[config.mk]
export PLATFORM = sky130hd
export DESIGN_NAME = bcast_mcast_rate_monitor
export DESIGN_NICKNAME = d
export VERILOG_FILES = /design/src/hdl/bmrm_pkg.sv /design/src/hdl/bmrm_div.sv /design/src/hdl/bmrm_core.sv /design/src/hdl/bcast_mcast_rate_monitor.sv
export SDC_FILE = /design/constraint.sdc
export NUM_CORES = 2
export LEC_CHECK = 0
export BUFFER_PORTS_ARGS = -buffer_cell sky130_fd_sc_hd__buf_2
export CAP_MARGIN = 20
export CORE_UTILIZATION = 50
export CTS_CLUSTER_DIAMETER = 30
export DETAILED_ROUTE_END_ITERATION = 8
export GPL_TIMING_DRIVEN = 0
export PLACE_DENSITY = 0.79
export SYNTH_ARGS = -nofsm -noshare
export SYNTH_HDL_FRONTEND = slang
export SYNTH_SLANG_ARGS = --single-unit
export TNS_END_PERCENT = 1
[constraint.sdc]
create_clock -name clk_i -period 23.9 [get_ports clk_i]
set_clock_uncertainty 0.05 [all_clocks]
set_input_delay 1.195 -clock clk_i [delete_from_list [all_inputs] [get_ports clk_i]]
set_output_delay 1.195 -clock clk_i [all_outputs]
set_load 0.01 [all_outputs]
[src/hdl/bmrm_pkg.sv]
// ----------------------------------------------------------------------------
// bmrm_pkg
// Shared types and constants of the broadcast/multicast rate monitor.
// ----------------------------------------------------------------------------
package bmrm_pkg;

  // Tick rate used for the peak timestamps (seconds = ticks / rate)
  localparam int unsigned TICKS_PER_SECOND = 100;

  // Field widths
  localparam int unsigned CNT_W  = 32;
  localparam int unsigned SECS_W = 26;
  localparam int unsigned BYTE_W = 8;

  // Configuration port
  localparam int unsigned CFG_IDX_W  = 1;
  localparam int unsigned CFG_DATA_W = 32;
  localparam logic [CFG_IDX_W-1:0] CFG_WINDOW_TICKS    = 1'd0;
  localparam logic [CFG_IDX_W-1:0] CFG_STORM_THRESHOLD = 1'd1;
  localparam logic [CNT_W-1:0] WINDOW_TICKS_RST    = 32'd1000;
  localparam logic [CNT_W-1:0] STORM_THRESHOLD_RST = 32'd1000;

  // Destination byte classification
  localparam logic [BYTE_W-1:0] BCAST_BYTE = 8'hFF;
  localparam logic [BYTE_W-1:0] MCAST_MASK = 8'h01;

  // Divide by the tick rate: reciprocal estimate plus one correction step
  localparam int unsigned TPS_W = $clog2(TICKS_PER_SECOND + 1);
  localparam logic [TPS_W-1:0] TPS_VAL = TPS_W'(TICKS_PER_SECOND);
  localparam int unsigned RECIP_W = CNT_W + 1;
  localparam logic [RECIP_W-1:0] SEC_RECIP =
    RECIP_W'((64'd1 << CNT_W) / 64'(TICKS_PER_SECOND));
  localparam int unsigned PROD_W = CNT_W + RECIP_W;
  localparam int unsigned QT_W   = CNT_W + TPS_W;

  // Stream payload widths
  localparam int unsigned IN_DATA_W  = 40;
  localparam int unsigned OUT_BITS   = 6 * CNT_W + 2 * SECS_W;
  localparam int unsigned OUT_DATA_W = ((OUT_BITS + 7) / 8) * 8;
  localparam int unsigned OUT_PAD_W  = OUT_DATA_W - OUT_BITS;

  // Load strobes of the divider stages
  typedef struct packed {
    logic ld2;
    logic ld3;
  } bmrm_pipe_en_t;

  // One result item
  typedef struct packed {
    logic [CNT_W-1:0]  bc_count;
    logic [CNT_W-1:0]  mc_count;
    logic [CNT_W-1:0]  bc_hits;
    logic [CNT_W-1:0]  mc_hits;
    logic [CNT_W-1:0]  bc_peak;
    logic [SECS_W-1:0] bc_peak_second;
    logic [CNT_W-1:0]  mc_peak;
    logic [SECS_W-1:0] mc_peak_second;
  } bmrm_result_t;

endpackage

[src/hdl/bmrm_div.sv]
// ----------------------------------------------------------------------------
// bmrm_div
// Two-stage divide of the tick count by the tick rate (reciprocal multiply,
// then a remainder check that adds the missing one).
// ----------------------------------------------------------------------------
module bmrm_div (
  input  logic                                clk_i,
  input  bmrm_pkg::bmrm_pipe_en_t             en_i,
  input  logic [bmrm_pkg::CNT_W-1:0]          now1_i,  // tick count, stage 1
  input  logic [bmrm_pkg::CNT_W-1:0]          now3_i,  // tick count, stage 3
  output logic [bmrm_pkg::SECS_W-1:0]         secs_o
);

  logic [bmrm_pkg::PROD_W-1:0] prod;
  logic [bmrm_pkg::QT_W-1:0]   qt_full;
  logic [bmrm_pkg::CNT_W-1:0]  q0_s2_q;
  logic [bmrm_pkg::CNT_W-1:0]  q0_s3_q;
  logic [bmrm_pkg::CNT_W-1:0]  qt_s3_q;
  logic [bmrm_pkg::CNT_W-1:0]  rem;
  logic                        carry;
  logic [bmrm_pkg::CNT_W-1:0]  secs_full;

  // Estimate: floor(now * floor(2^32 / rate) / 2^32), low by at most one
  assign prod = bmrm_pkg::PROD_W'(now1_i) * bmrm_pkg::PROD_W'(bmrm_pkg::SEC_RECIP);

  // Estimate times rate, never above now
  assign qt_full = bmrm_pkg::QT_W'(q0_s2_q) * bmrm_pkg::QT_W'(bmrm_pkg::TPS_VAL);

  always_ff @(posedge clk_i) begin
    if (en_i.ld2) begin
      q0_s2_q <= prod[bmrm_pkg::CNT_W +: bmrm_pkg::CNT_W];
    end
    if (en_i.ld3) begin
      q0_s3_q <= q0_s2_q;
      qt_s3_q <= qt_full[bmrm_pkg::CNT_W-1:0];
    end
  end

  // Correction: remainder still a full rate means the estimate was one short
  assign rem       = now3_i - qt_s3_q;
  assign carry     = (rem >= bmrm_pkg::CNT_W'(bmrm_pkg::TPS_VAL));
  assign secs_full = q0_s3_q + bmrm_pkg::CNT_W'(carry);
  assign secs_o    = secs_full[bmrm_pkg::SECS_W-1:0];

endmodule

[src/hdl/bmrm_core.sv]
// ----------------------------------------------------------------------------
// bmrm_core
// Configuration registers, window state and counters; updates once per item.
// ----------------------------------------------------------------------------
module bmrm_core (
  input  logic                                clk_i,
  input  logic                                rst_ni,
  input  logic                                cfg_we_i,
  input  logic [bmrm_pkg::CFG_IDX_W-1:0]      cfg_idx_i,
  input  logic [bmrm_pkg::CFG_DATA_W-1:0]     cfg_data_i,
  input  logic                                upd_i,
  input  logic [bmrm_pkg::CNT_W-1:0]          now_i,
  input  logic [bmrm_pkg::BYTE_W-1:0]         dest_i,
  input  logic [bmrm_pkg::SECS_W-1:0]         secs_i,
  output bmrm_pkg::bmrm_result_t              res_o
);

  logic [bmrm_pkg::CNT_W-1:0]  window_ticks_q;
  logic [bmrm_pkg::CNT_W-1:0]  threshold_q;
  logic [bmrm_pkg::CNT_W-1:0]  start_q;
  logic [bmrm_pkg::CNT_W-1:0]  end_q, end_d;
  logic [bmrm_pkg::CNT_W-1:0]  bc_frames_q, bc_frames_d;
  logic [bmrm_pkg::CNT_W-1:0]  mc_frames_q, mc_frames_d;
  logic [bmrm_pkg::CNT_W-1:0]  bc_hits_q, bc_hits_d;
  logic [bmrm_pkg::CNT_W-1:0]  mc_hits_q, mc_hits_d;
  logic [bmrm_pkg::CNT_W-1:0]  bc_peak_q, bc_peak_d;
  logic [bmrm_pkg::CNT_W-1:0]  mc_peak_q, mc_peak_d;
  logic [bmrm_pkg::SECS_W-1:0] bc_time_q, bc_time_d;
  logic [bmrm_pkg::SECS_W-1:0] mc_time_q, mc_time_d;
  logic [bmrm_pkg::CNT_W-1:0]  diff;
  logic [bmrm_pkg::CNT_W-1:0]  bc_base, mc_base;
  logic                        closed;
  logic                        is_bc, is_mc;

  // Window end test against the precomputed end tick (wrap-aware)
  assign diff   = now_i - end_q;
  assign closed = ~diff[bmrm_pkg::CNT_W-1];

  // Frame class
  assign is_bc = (dest_i == bmrm_pkg::BCAST_BYTE);
  assign is_mc = ~is_bc && ((dest_i & bmrm_pkg::MCAST_MASK) != '0);

  // Next state
  always_comb begin
    bc_hits_d = bc_hits_q;
    mc_hits_d = mc_hits_q;
    bc_peak_d = bc_peak_q;
    mc_peak_d = mc_peak_q;
    bc_time_d = bc_time_q;
    mc_time_d = mc_time_q;
    bc_base   = bc_frames_q;
    mc_base   = mc_frames_q;
    end_d     = end_q;
    if (closed) begin
      if (bc_frames_q >= threshold_q) begin
        bc_hits_d = bc_hits_q + bmrm_pkg::CNT_W'(1);
      end
      if (mc_frames_q >= threshold_q) begin
        mc_hits_d = mc_hits_q + bmrm_pkg::CNT_W'(1);
      end
      if (bc_frames_q > bc_peak_q) begin
        bc_peak_d = bc_frames_q;
        bc_time_d = secs_i;
      end
      if (mc_frames_q > mc_peak_q) begin
        mc_peak_d = mc_frames_q;
        mc_time_d = secs_i;
      end
      bc_base = '0;
      mc_base = '0;
      end_d   = now_i + window_ticks_q;
    end
    bc_frames_d = bc_base + bmrm_pkg::CNT_W'(is_bc);
    mc_frames_d = mc_base + bmrm_pkg::CNT_W'(is_mc);
  end

  // Result shows the state after this item
  always_comb begin
    res_o.bc_count       = bc_frames_d;
    res_o.mc_count       = mc_frames_d;
    res_o.bc_hits        = bc_hits_d;
    res_o.mc_hits        = mc_hits_d;
    res_o.bc_peak        = bc_peak_d;
    res_o.bc_peak_second = bc_time_d;
    res_o.mc_peak        = mc_peak_d;
    res_o.mc_peak_second = mc_time_d;
  end

  // State and configuration registers
  always_ff @(posedge clk_i or negedge rst_ni) begin
    if (!rst_ni) begin
      window_ticks_q <= bmrm_pkg::WINDOW_TICKS_RST;
      threshold_q    <= bmrm_pkg::STORM_THRESHOLD_RST;
      start_q        <= '0;
      end_q          <= bmrm_pkg::WINDOW_TICKS_RST;
      bc_frames_q    <= '0;
      mc_frames_q    <= '0;
      bc_hits_q      <= '0;
      mc_hits_q      <= '0;
      bc_peak_q      <= '0;
      mc_peak_q      <= '0;
      bc_time_q      <= '0;
      mc_time_q      <= '0;
    end else if (upd_i) begin
      if (closed) begin
        start_q <= now_i;
      end
      end_q       <= end_d;
      bc_frames_q <= bc_frames_d;
      mc_frames_q <= mc_frames_d;
      bc_hits_q   <= bc_hits_d;
      mc_hits_q   <= mc_hits_d;
      bc_peak_q   <= bc_peak_d;
      mc_peak_q   <= mc_peak_d;
      bc_time_q   <= bc_time_d;
      mc_time_q   <= mc_time_d;
    end else if (cfg_we_i) begin
      // user rule, not enforced: written only while idle, so start_q is settled here
      case (cfg_idx_i)
        bmrm_pkg::CFG_WINDOW_TICKS: begin
          window_ticks_q <= cfg_data_i;
          end_q          <= start_q + cfg_data_i;
        end
        bmrm_pkg::CFG_STORM_THRESHOLD: begin
          threshold_q <= cfg_data_i;
        end
        default: begin
        end
      endcase
    end
  end

endmodule

[src/hdl/bcast_mcast_rate_monitor.sv]
// ----------------------------------------------------------------------------
// bcast_mcast_rate_monitor
// Broadcast/multicast storm monitor over fixed tick windows.
// ----------------------------------------------------------------------------
// Usage:
//   Slave stream: one item per received frame, tdata = tick count and first
//   destination MAC byte. Master stream: one result item per input item,
//   carrying current window counts, hit counters and per-class peaks with
//   their time in seconds.
//   Config port: write window_ticks (index 0) or storm_threshold (index 1)
//   with cfg_we_i; only while no item is in flight.
//   Pipeline: four register stages (input, reciprocal multiply, correction
//   multiply, result). Throughput: one item per cycle while the receiver
//   does not stall; the window update is done in the last stage.
//   Receiver stall: the result register holds; the upstream stages keep
//   accepting until all four stages are full, then s_axis_tready drops.
//   Reset: all counters, peaks and the window start clear to zero, the
//   window length and threshold return to 1000, the pipeline empties.
// ----------------------------------------------------------------------------
module bcast_mcast_rate_monitor (
  input  logic                                  clk_i,
  input  logic                                  rst_ni,
  // input items
  input  logic                                  s_axis_tvalid,
  output logic                                  s_axis_tready,
  // [31:0] now_ticks, [39:32] dest_first_byte
  input  logic [bmrm_pkg::IN_DATA_W-1:0]        s_axis_tdata,
  // result items
  output logic                                  m_axis_tvalid,
  input  logic                                  m_axis_tready,
  // [31:0] bc_count, [63:32] mc_count, [95:64] bc_hits, [127:96] mc_hits,
  // [159:128] bc_peak, [185:160] bc_peak_second, [217:186] mc_peak,
  // [243:218] mc_peak_second, [247:244] zero
  output logic [bmrm_pkg::OUT_DATA_W-1:0]       m_axis_tdata,
  // configuration
  input  logic                                  cfg_we_i,
  input  logic [bmrm_pkg::CFG_IDX_W-1:0]        cfg_idx_i,
  input  logic [bmrm_pkg::CFG_DATA_W-1:0]       cfg_data_i
);

  logic                         v1_q, v2_q, v3_q, vo_q;
  logic                         rdy1, rdy2, rdy3, rdy4;
  logic                         upd;
  logic [bmrm_pkg::CNT_W-1:0]   now1_q, now2_q, now3_q;
  logic [bmrm_pkg::BYTE_W-1:0]  dest1_q, dest2_q, dest3_q;
  logic [bmrm_pkg::SECS_W-1:0]  secs;
  bmrm_pkg::bmrm_pipe_en_t      pipe_en;
  bmrm_pkg::bmrm_result_t       res_next;
  bmrm_pkg::bmrm_result_t       res_q;

  // Per-stage ready: a stage loads when empty or when it hands on
  assign rdy4 = ~vo_q | m_axis_tready;
  assign rdy3 = ~v3_q | rdy4;
  assign rdy2 = ~v2_q | rdy3;
  assign rdy1 = ~v1_q | rdy2;
  assign upd  = v3_q & rdy4;

  assign s_axis_tready = rdy1;
  assign pipe_en.ld2   = rdy2;
  assign pipe_en.ld3   = rdy3;

  // Stage valid bits
  always_ff @(posedge clk_i or negedge rst_ni) begin
    if (!rst_ni) begin
      v1_q <= 1'b0;
      v2_q <= 1'b0;
      v3_q <= 1'b0;
      vo_q <= 1'b0;
    end else begin
      if (rdy1) begin
        v1_q <= s_axis_tvalid;
      end
      if (rdy2) begin
        v2_q <= v1_q;
      end
      if (rdy3) begin
        v3_q <= v2_q;
      end
      if (rdy4) begin
        vo_q <= v3_q;
      end
    end
  end

  // Item payload through the stages
  always_ff @(posedge clk_i) begin
    if (rdy1) begin
      now1_q  <= s_axis_tdata[bmrm_pkg::CNT_W-1:0];
      dest1_q <= s_axis_tdata[bmrm_pkg::CNT_W +: bmrm_pkg::BYTE_W];
    end
    if (rdy2) begin
      now2_q  <= now1_q;
      dest2_q <= dest1_q;
    end
    if (rdy3) begin
      now3_q  <= now2_q;
      dest3_q <= dest2_q;
    end
    if (upd) begin
      res_q <= res_next;
    end
  end

  // Seconds timestamp
  bmrm_div u_div (
    .clk_i  (clk_i),
    .en_i   (pipe_en),
    .now1_i (now1_q),
    .now3_i (now3_q),
    .secs_o (secs)
  );

  // Window state and counters
  bmrm_core u_core (
    .clk_i      (clk_i),
    .rst_ni     (rst_ni),
    .cfg_we_i   (cfg_we_i),
    .cfg_idx_i  (cfg_idx_i),
    .cfg_data_i (cfg_data_i),
    .upd_i      (upd),
    .now_i      (now3_q),
    .dest_i     (dest3_q),
    .secs_i     (secs),
    .res_o      (res_next)
  );

  // Result stream
  assign m_axis_tvalid = vo_q;
  assign m_axis_tdata  = {{bmrm_pkg::OUT_PAD_W{1'b0}},
                          res_q.mc_peak_second, res_q.mc_peak,
                          res_q.bc_peak_second, res_q.bc_peak,
                          res_q.mc_hits, res_q.bc_hits,
                          res_q.mc_count, res_q.bc_count};

endmodule

== Word-level counts from Yosys, hierarchy flattened ==
Cells that the tools add are included.

* Bits in registers: 822
* Input port bits: 78
* Output and inout port bits: 250
* Logic and storage cells: 89

* Add/subtract/negate cells: 9
* $mul: 2
* Magnitude comparators: 5
* Equality and inequality tests: 3
* Muxes and demuxes: 18
* Bitwise operators: 13
* Reductions and logical operators: 6

{| class="wikitable"
|+ Operator list
! operator !! number
|-
| 32-bit 2-to-1 mux || 14
|-
| 26-bit 2-to-1 mux || 4
|-
| 32-bit by 1-bit adder with 32-bit output || 2
|-
| 32-bit by 1-bit adder with 32-bit output (second input constant) || 2
|-
| 32-bit adder || 2
|-
| 32-bit >= comparator || 2
|-
| 32-bit > comparator || 2
|-
| 32-bit subtractor || 2
|-
| 32-bit by 23-bit multiplier with 55-bit output (second input constant) || 1
|-
| 32-bit by 7-bit >= comparator with 1-bit output (second input constant) || 1
|-
| 26-bit by 5-bit multiplier with 30-bit output (second input constant) || 1
|-
| 26-bit by 1-bit adder with 26-bit output || 1
|-
| 3-bit AND reduction || 3
|-
| 8-bit == test (second input constant) || 1
|-
| 1-bit NOT || 8
|-
| 1-bit OR || 4
|-
| 2-bit by 1-bit inequality test with 1-bit output (second input constant) || 1
|-
| 2-bit inequality test (second input constant) || 1
|-
| 2-bit AND reduction || 1
|-
| 2-bit nonzero test || 1
|-
| 1-bit bitwise AND || 1
|-
| 1-bit logical AND || 1
|}

== Logic depth before layout (Yosys ltp) ==
* Depth in word-level cells: 5
* Mapped depth: 27
* Mapped depth without buffers: 25

== Cells and area by module ==
A second synthesis with hierarchy kept.

* Cell total of the unflattened synthesis: 5300
* Area, all modules: 57556.5 um^2

{| class="wikitable"
|+ Modules (own cells, without submodules)
! module !! times used !! cells each !! area an instance (um^2) !! sequential area each (um^2)
|-
| bmrm_core || 1 || 2833 || 26250.2 || 9331.4
|-
| bmrm_div || 1 || 2084 || 20164.3 || 2372.3
|-
| bcast_mcast_rate_monitor || 1 || 383 || 11141.9 || 11030.6
|}

== Worst setup path before layout ==
Ideal clock, no wire load.

* Path kind: input to register
* Start point: input port m_axis_tready
* End point: register res_q (netlist bit m_axis_tdata[0]) (enable)
* Library setup time: 702 ps
* Arrival: 8950 ps
* Required time: 23148 ps
* Setup slack: 14198 ps
* Stages: 7
* Path buffers: 4
* Path through: nand2b_1 > nand2_1 > clkbuf_1 > inv_1 > clkbuf_1 > clkbuf_1 > buf_1

* Cells in the longest elaborated chain, start to end: 2

{| class="wikitable"
|+ RTL lines
! what !! line !! text
|-
| from (decl) || bcast_mcast_rate_monitor.sv:30 || <nowiki>input logic m_axis_tready,</nowiki>
|-
| 1-bit OR || bcast_mcast_rate_monitor.sv:52 || <nowiki>assign rdy4 = ~vo_q | m_axis_tready;</nowiki>
|-
| 1-bit bitwise AND || bcast_mcast_rate_monitor.sv:56 || <nowiki>assign upd = v3_q & rdy4;</nowiki>
|-
| via u_core.upd_i || bmrm_core.sv:11 || <nowiki>input logic upd_i,</nowiki>
|-
| to (signal assigned) || bcast_mcast_rate_monitor.sv:100 || <nowiki>res_q <= res_next;</nowiki>
|-
| to (decl) || bcast_mcast_rate_monitor.sv:49 || <nowiki>bmrm_pkg::bmrm_result_t res_q;</nowiki>
|}

The timed path passes the listed nets, and every way through them passes these cells.
A chain may end at the register's enable or synchronous reset.

== Final worst setup path ==
* Start point: register now1_q[10] in the netlist's numbering
* End point: register u_div.q0_s2_q[25] in the netlist's numbering, data pin

* Cells in the longest elaborated chain, start to end: 1

{| class="wikitable"
|+ RTL lines
! what !! line !! text
|-
| from (decl) || bcast_mcast_rate_monitor.sv:44 || <nowiki>logic [bmrm_pkg::CNT_W-1:0] now1_q, now2_q, now3_q;</nowiki>
|-
| from (signal assigned) || bcast_mcast_rate_monitor.sv:88 || <nowiki>now1_q <= s_axis_tdata[bmrm_pkg::CNT_W-1:0];</nowiki>
|-
| 32-bit by 23-bit multiplier with 55-bit output || bmrm_div.sv:24 || <nowiki>assign prod = bmrm_pkg::PROD_W'(now1_i) * bmrm_pkg::PROD_W'(bmrm_pkg::SEC_RECIP);</nowiki>
|-
| via u_div.prod, one bit || bmrm_div.sv:14 || <nowiki>logic [bmrm_pkg::PROD_W-1:0] prod;</nowiki>
|-
| to (signal assigned) || bmrm_div.sv:31 || <nowiki>q0_s2_q <= prod[bmrm_pkg::CNT_W +: bmrm_pkg::CNT_W];</nowiki>
|-
| to (decl) || bmrm_div.sv:16 || <nowiki>logic [bmrm_pkg::CNT_W-1:0] q0_s2_q;</nowiki>
|}

The timed path passes the listed nets, and every way through them passes these cells.

==> results by stage <==
CTS:
- The number of hold buffers added after CTS was 0.
- Clock-pin slew was measured on the worst setup and hold paths at 50 ps.
- The buffer count from post-CTS setup fixing is 0.
- For this design, the sink count on the clock tree is 819.
- The clock tree from TritonCTS is done.
- The number of gates resized after CTS is 0.
- The clock passes through at most 3 buffers.
- The H-tree was split into 4 levels.
- Buffers inserted during clock tree synthesis total 167.
- Clock latency on the worst-skew pair, taken at its later pin, is 780 ps.
- The tree is rooted in a clkbuf_16.

STA:
- The achievable clock frequency is 125 MHz.
- Dividing the final minimum period by the clock period gives 33.4%.
- Across all setup checks in the final design, the least slack found is 15910 ps.
- The count of pins over their slew limit is 0.
- Setup repair after global routing left no endpoint under its margin.
- The minimum clock period is 7990 ps.
- The normalized max-slew margin is 22.0%.
- Summed over all failing endpoints, the final setup total negative slack is 0 ps.
- The number of endpoints with negative hold slack in the final report is 0.
- At the pin with the least slew margin, the transition time is 1170 ps.
- The count of final setup violators is 0.

Placed design:
- The weighted congestion at the end of routability-driven global placement is 0.943.
- Summing all placed instances gives a cell area of 59700 um2.
- Buffers placed on the I/O ports in this run total 323.
- The worst slack at placement is 15850 ps.
- The detailed placer's ending HPWL is 111 mm.

Logic synthesis:
- The flip-flop cell with the highest count after synthesis is edfxtp_1.
- Yosys instantiated no cell more often than inv_1.
- The share of the synthesized area in the top cell type is 23.8%.
- edfxtp_1 takes more of the synthesized area than any other cell.
- Yosys attributes the largest share of cell area to edfxtp_1 24%, dfrtp_1 16%, ha_1 15%.
- The number of flops mapped to enable cells by yosys is 443.
- Yosys printed 0 warnings.
- The average cell area after synthesis is 10.6 um2.
- Synthesis instantiated 91 different standard cells from the library.
- Counting flops with an async set or reset pin after synthesis yields a share of 45.9%.
- The post-synthesis instance area is 55900 um2.
- In the synthesized netlist, the number of instances is 5262.
- After synthesis, the most frequently instantiated cells are 733 x inv_1, 662 x ha_1, 549 x nand2_1, 443 x edfxtp_1, 358 x dfrtp_1.
- After synthesis the netlist holds a flip-flop and latch count of 819.
- The share of the yosys chip area belonging to registers is 40.7%.

Detailed routing:
- The remaining design rule violation count is 0.
- The count of nets left with antenna violations once routing finished came out at 0.
- The first routing iteration left 3044 violations.
- The mean routed wirelength per cell is 19.6 um.
- The per-cell via count in the routed design is 5.53.
- The overall routed net length is 146 mm.
- Before antenna repair, the detailed router went through 7 iterations.
- The routed layout has 41000 vias.

Worst hold path:
- The worst hold path belongs to the class in -> async.

Status:
- The flow ran to the end, and the final reports show no timing, DRC or antenna violations.

GRT:
- Summed over all layers, the global routing overflow is 0.
- The wire length of the first global-routing pass is 226 mm.
- The global-route usage over all layers is 25.8%.
- The number of antenna violations at the first check in global routing is 14.
- The number of global-route vias before repair is 41600.
- Entering global routing, the biggest net connects 102 pins.

Run:
- Max-cap violations in this run came to 0.

Worst setup path:
- The buffers plus inverters on the worst setup path is 6.
- The startpoint class of the critical path is a register.
- The worst setup path is captured at a register.
- The cell family contributing the most delay on the critical path is adder cells.
- The maximum fanout encountered on the critical timing path is 11.
- The maximum single-stage delay on the critical path is 760 ps.
- Data arrives at the worst endpoint at 8460 ps.
- The standard cell with the maximum stage delay on the critical path is edfxtp_1.
- The worst setup path is of the reg -> reg kind.
- The required arrival time at the worst endpoint is 24370 ps.

Die:
- The width of the die is 336 um.
- The floorplan step set the die height to 336 um.
- The floorplan step defined a die boundary enclosing 113000 um2.
- The total area inside the core boundary comes to 111000 um2.
- The top-level I/O count is 328.
- The effective utilization at floorplan is 50.5%.
- In this run the core area contains 122 standard-cell rows.

Layout:
- The post-route standard cell area excluding fillers is 65500 um2.
- Cells with a size suffix above 1 make up 14.1% of the layout.
- The net count reported at finish is 6809.
- Counting the fill cells in the layout gives 8840.
- Compared with the post-synthesis result, the final layout area differs by 17.3%.
[per-layer routing]
metal  part of all wire (%)  vias up  track usage (%)
met4                    5.6        2             14.2
met2                     49     1566             44.3
li1                       -    19100                -
met3                    6.2      433             3.89
met1                     39    19900             31.2
met5                 0.0076        -                0
[path summary, 6_finish.rpt]
path,start,endpoint,slack [ps],depth (start not counted)
hold / removal,rst_ni,u_core.bc_peak_q[17]$_DFFE_PN0P_,350,1
setup reg to reg,now1_q[10]$_DFFE_PP_,u_div.q0_s2_q[25]$_DFFE_PP_,15910,25
max in group asynchronous,rst_ni,u_core.end_q[12]$_DFFE_PN0P_,21930,3
hold reg to reg,now2_q[4]$_DFFE_PP_,now3_q[4]$_DFFE_PP_,350,0
setup / recovery,now1_q[10]$_DFFE_PP_,u_div.q0_s2_q[25]$_DFFE_PP_,15910,25
min in group clk_i,now2_q[4]$_DFFE_PP_,now3_q[4]$_DFFE_PP_,350,0
[worst reg2reg max path: stages (launching register included)]
cell,delay [ps]
edfxtp_1,760
ha_1,520
inv_1,70
fa_1,540
inv_1,60
fa_1,500
inv_1,60
fa_1,470
inv_1,60
fa_1,460
fa_1,530
inv_1,60
fa_1,520
inv_1,40
ha_1,320
o21ai_0,190
nor4b_1,380
nor4_1,100
a2bb2oi_1,350
a311oi_2,230
a41o_1,340
or3_1,410
a31oi_1,340
o21bai_1,140
a21oi_1,190
xnor2_1,90
[per-stage QoR]
| step | util (%) | hold slack [ps] | cells |
|---|---|---|---|
| after floorplan | - | 350 | 5265 |
| after CTS | 59.2 | 355 | 7407 |
| after global routing | 59.2 | 370 | 7414 |
| after detailed placement | 53.9 | 355 | 7091 |
| after global placement | 53.6 | 350 | 7076 |
| final | 59.2 | 351 | 7417 |
[area by class of cell]
class / instances / area (um2) / area share (%)
tap: 1488 / 1860 / 2.84
sequential: 819 / 22700 / 34.7
multi-input combinational: 3568 / 29800 / 45.5
inverter: 734 / 2760 / 4.20
clock inverter: 130 / 1460 / 2.23
buffer: 144 / 582 / 0.888
timing repair buffer: 338 / 1940 / 2.96
clock buffer: 186 / 4360 / 6.66
antenna: 10 / 25.0 / 0.0382
[cells by family (layout without fill, tap and decap cells)]
kind of cell             after synthesis  in the layout  synth area share (%)
AND/OR/NAND/NOR                     1303           1303                  10.7
adder cells (fa/ha/maj)              959            959                  25.5
buffers and inverters                878           1532                  5.97
AO/OA/AOI/OAI                        838            838                  9.28
flip-flops                           819            819                  40.7
XOR/XNOR                             324            324                  5.08
multiplexers                         140            140                  2.81
other                                  1             14               0.00671
[state kept, by name (all words and copies together) (netlist names), 8 cells and up]
name / cells
u_core.window_ticks_q: 32
u_core.bc_peak_q: 32
u_core.mc_frames_q: 32
dest3_q: 8
m_axis_tdata: 244
u_core.end_q: 32
now3_q: 32
dest2_q: 8
u_div.qt_s3_q: 30
u_core.start_q: 32
u_core.mc_hits_q: 32
u_core.bc_hits_q: 32
u_core.bc_frames_q: 32
now1_q: 32
u_core.mc_time_q: 26
u_core.bc_time_q: 26
dest1_q: 8
u_core.threshold_q: 32
u_div.q0_s2_q: 26
u_core.mc_peak_q: 32
now2_q: 32
u_div.q0_s3_q: 23
[cell usage in the layout (no fill, tap or decap), types with 14 or more instances in the layout]
cell type and instances:
nand2_1 548, buf_2 340, nor4_1 16, dfrtp_1 358, a21oi_1 200, ha_1 662, clkinv_2 28, nor3_1 77
a21o_1 106, inv_1 733, dfstp_2 18, inv_6 20, and2_1 16, clkbuf_1 118, nand3_1 112, o21a_1 43
nor2_1 270, and3_1 46, or3_1 19, clkbuf_16 169, nand4_1 54, bufinv_16 14, o21ai_0 278, mux2_2 129
o21ai_1 19, nand2b_1 41, nor2b_1 42, xor2_1 171, o31ai_1 26, clkinv_4 20, edfxtp_1 443, xnor2_1 153
clkinvlp_4 22, a211oi_1 33, fa_1 297, and4_1 16
Power is not shown: default switching activity piles up to over one toggle a cycle in this logic, so the estimate is an artifact.
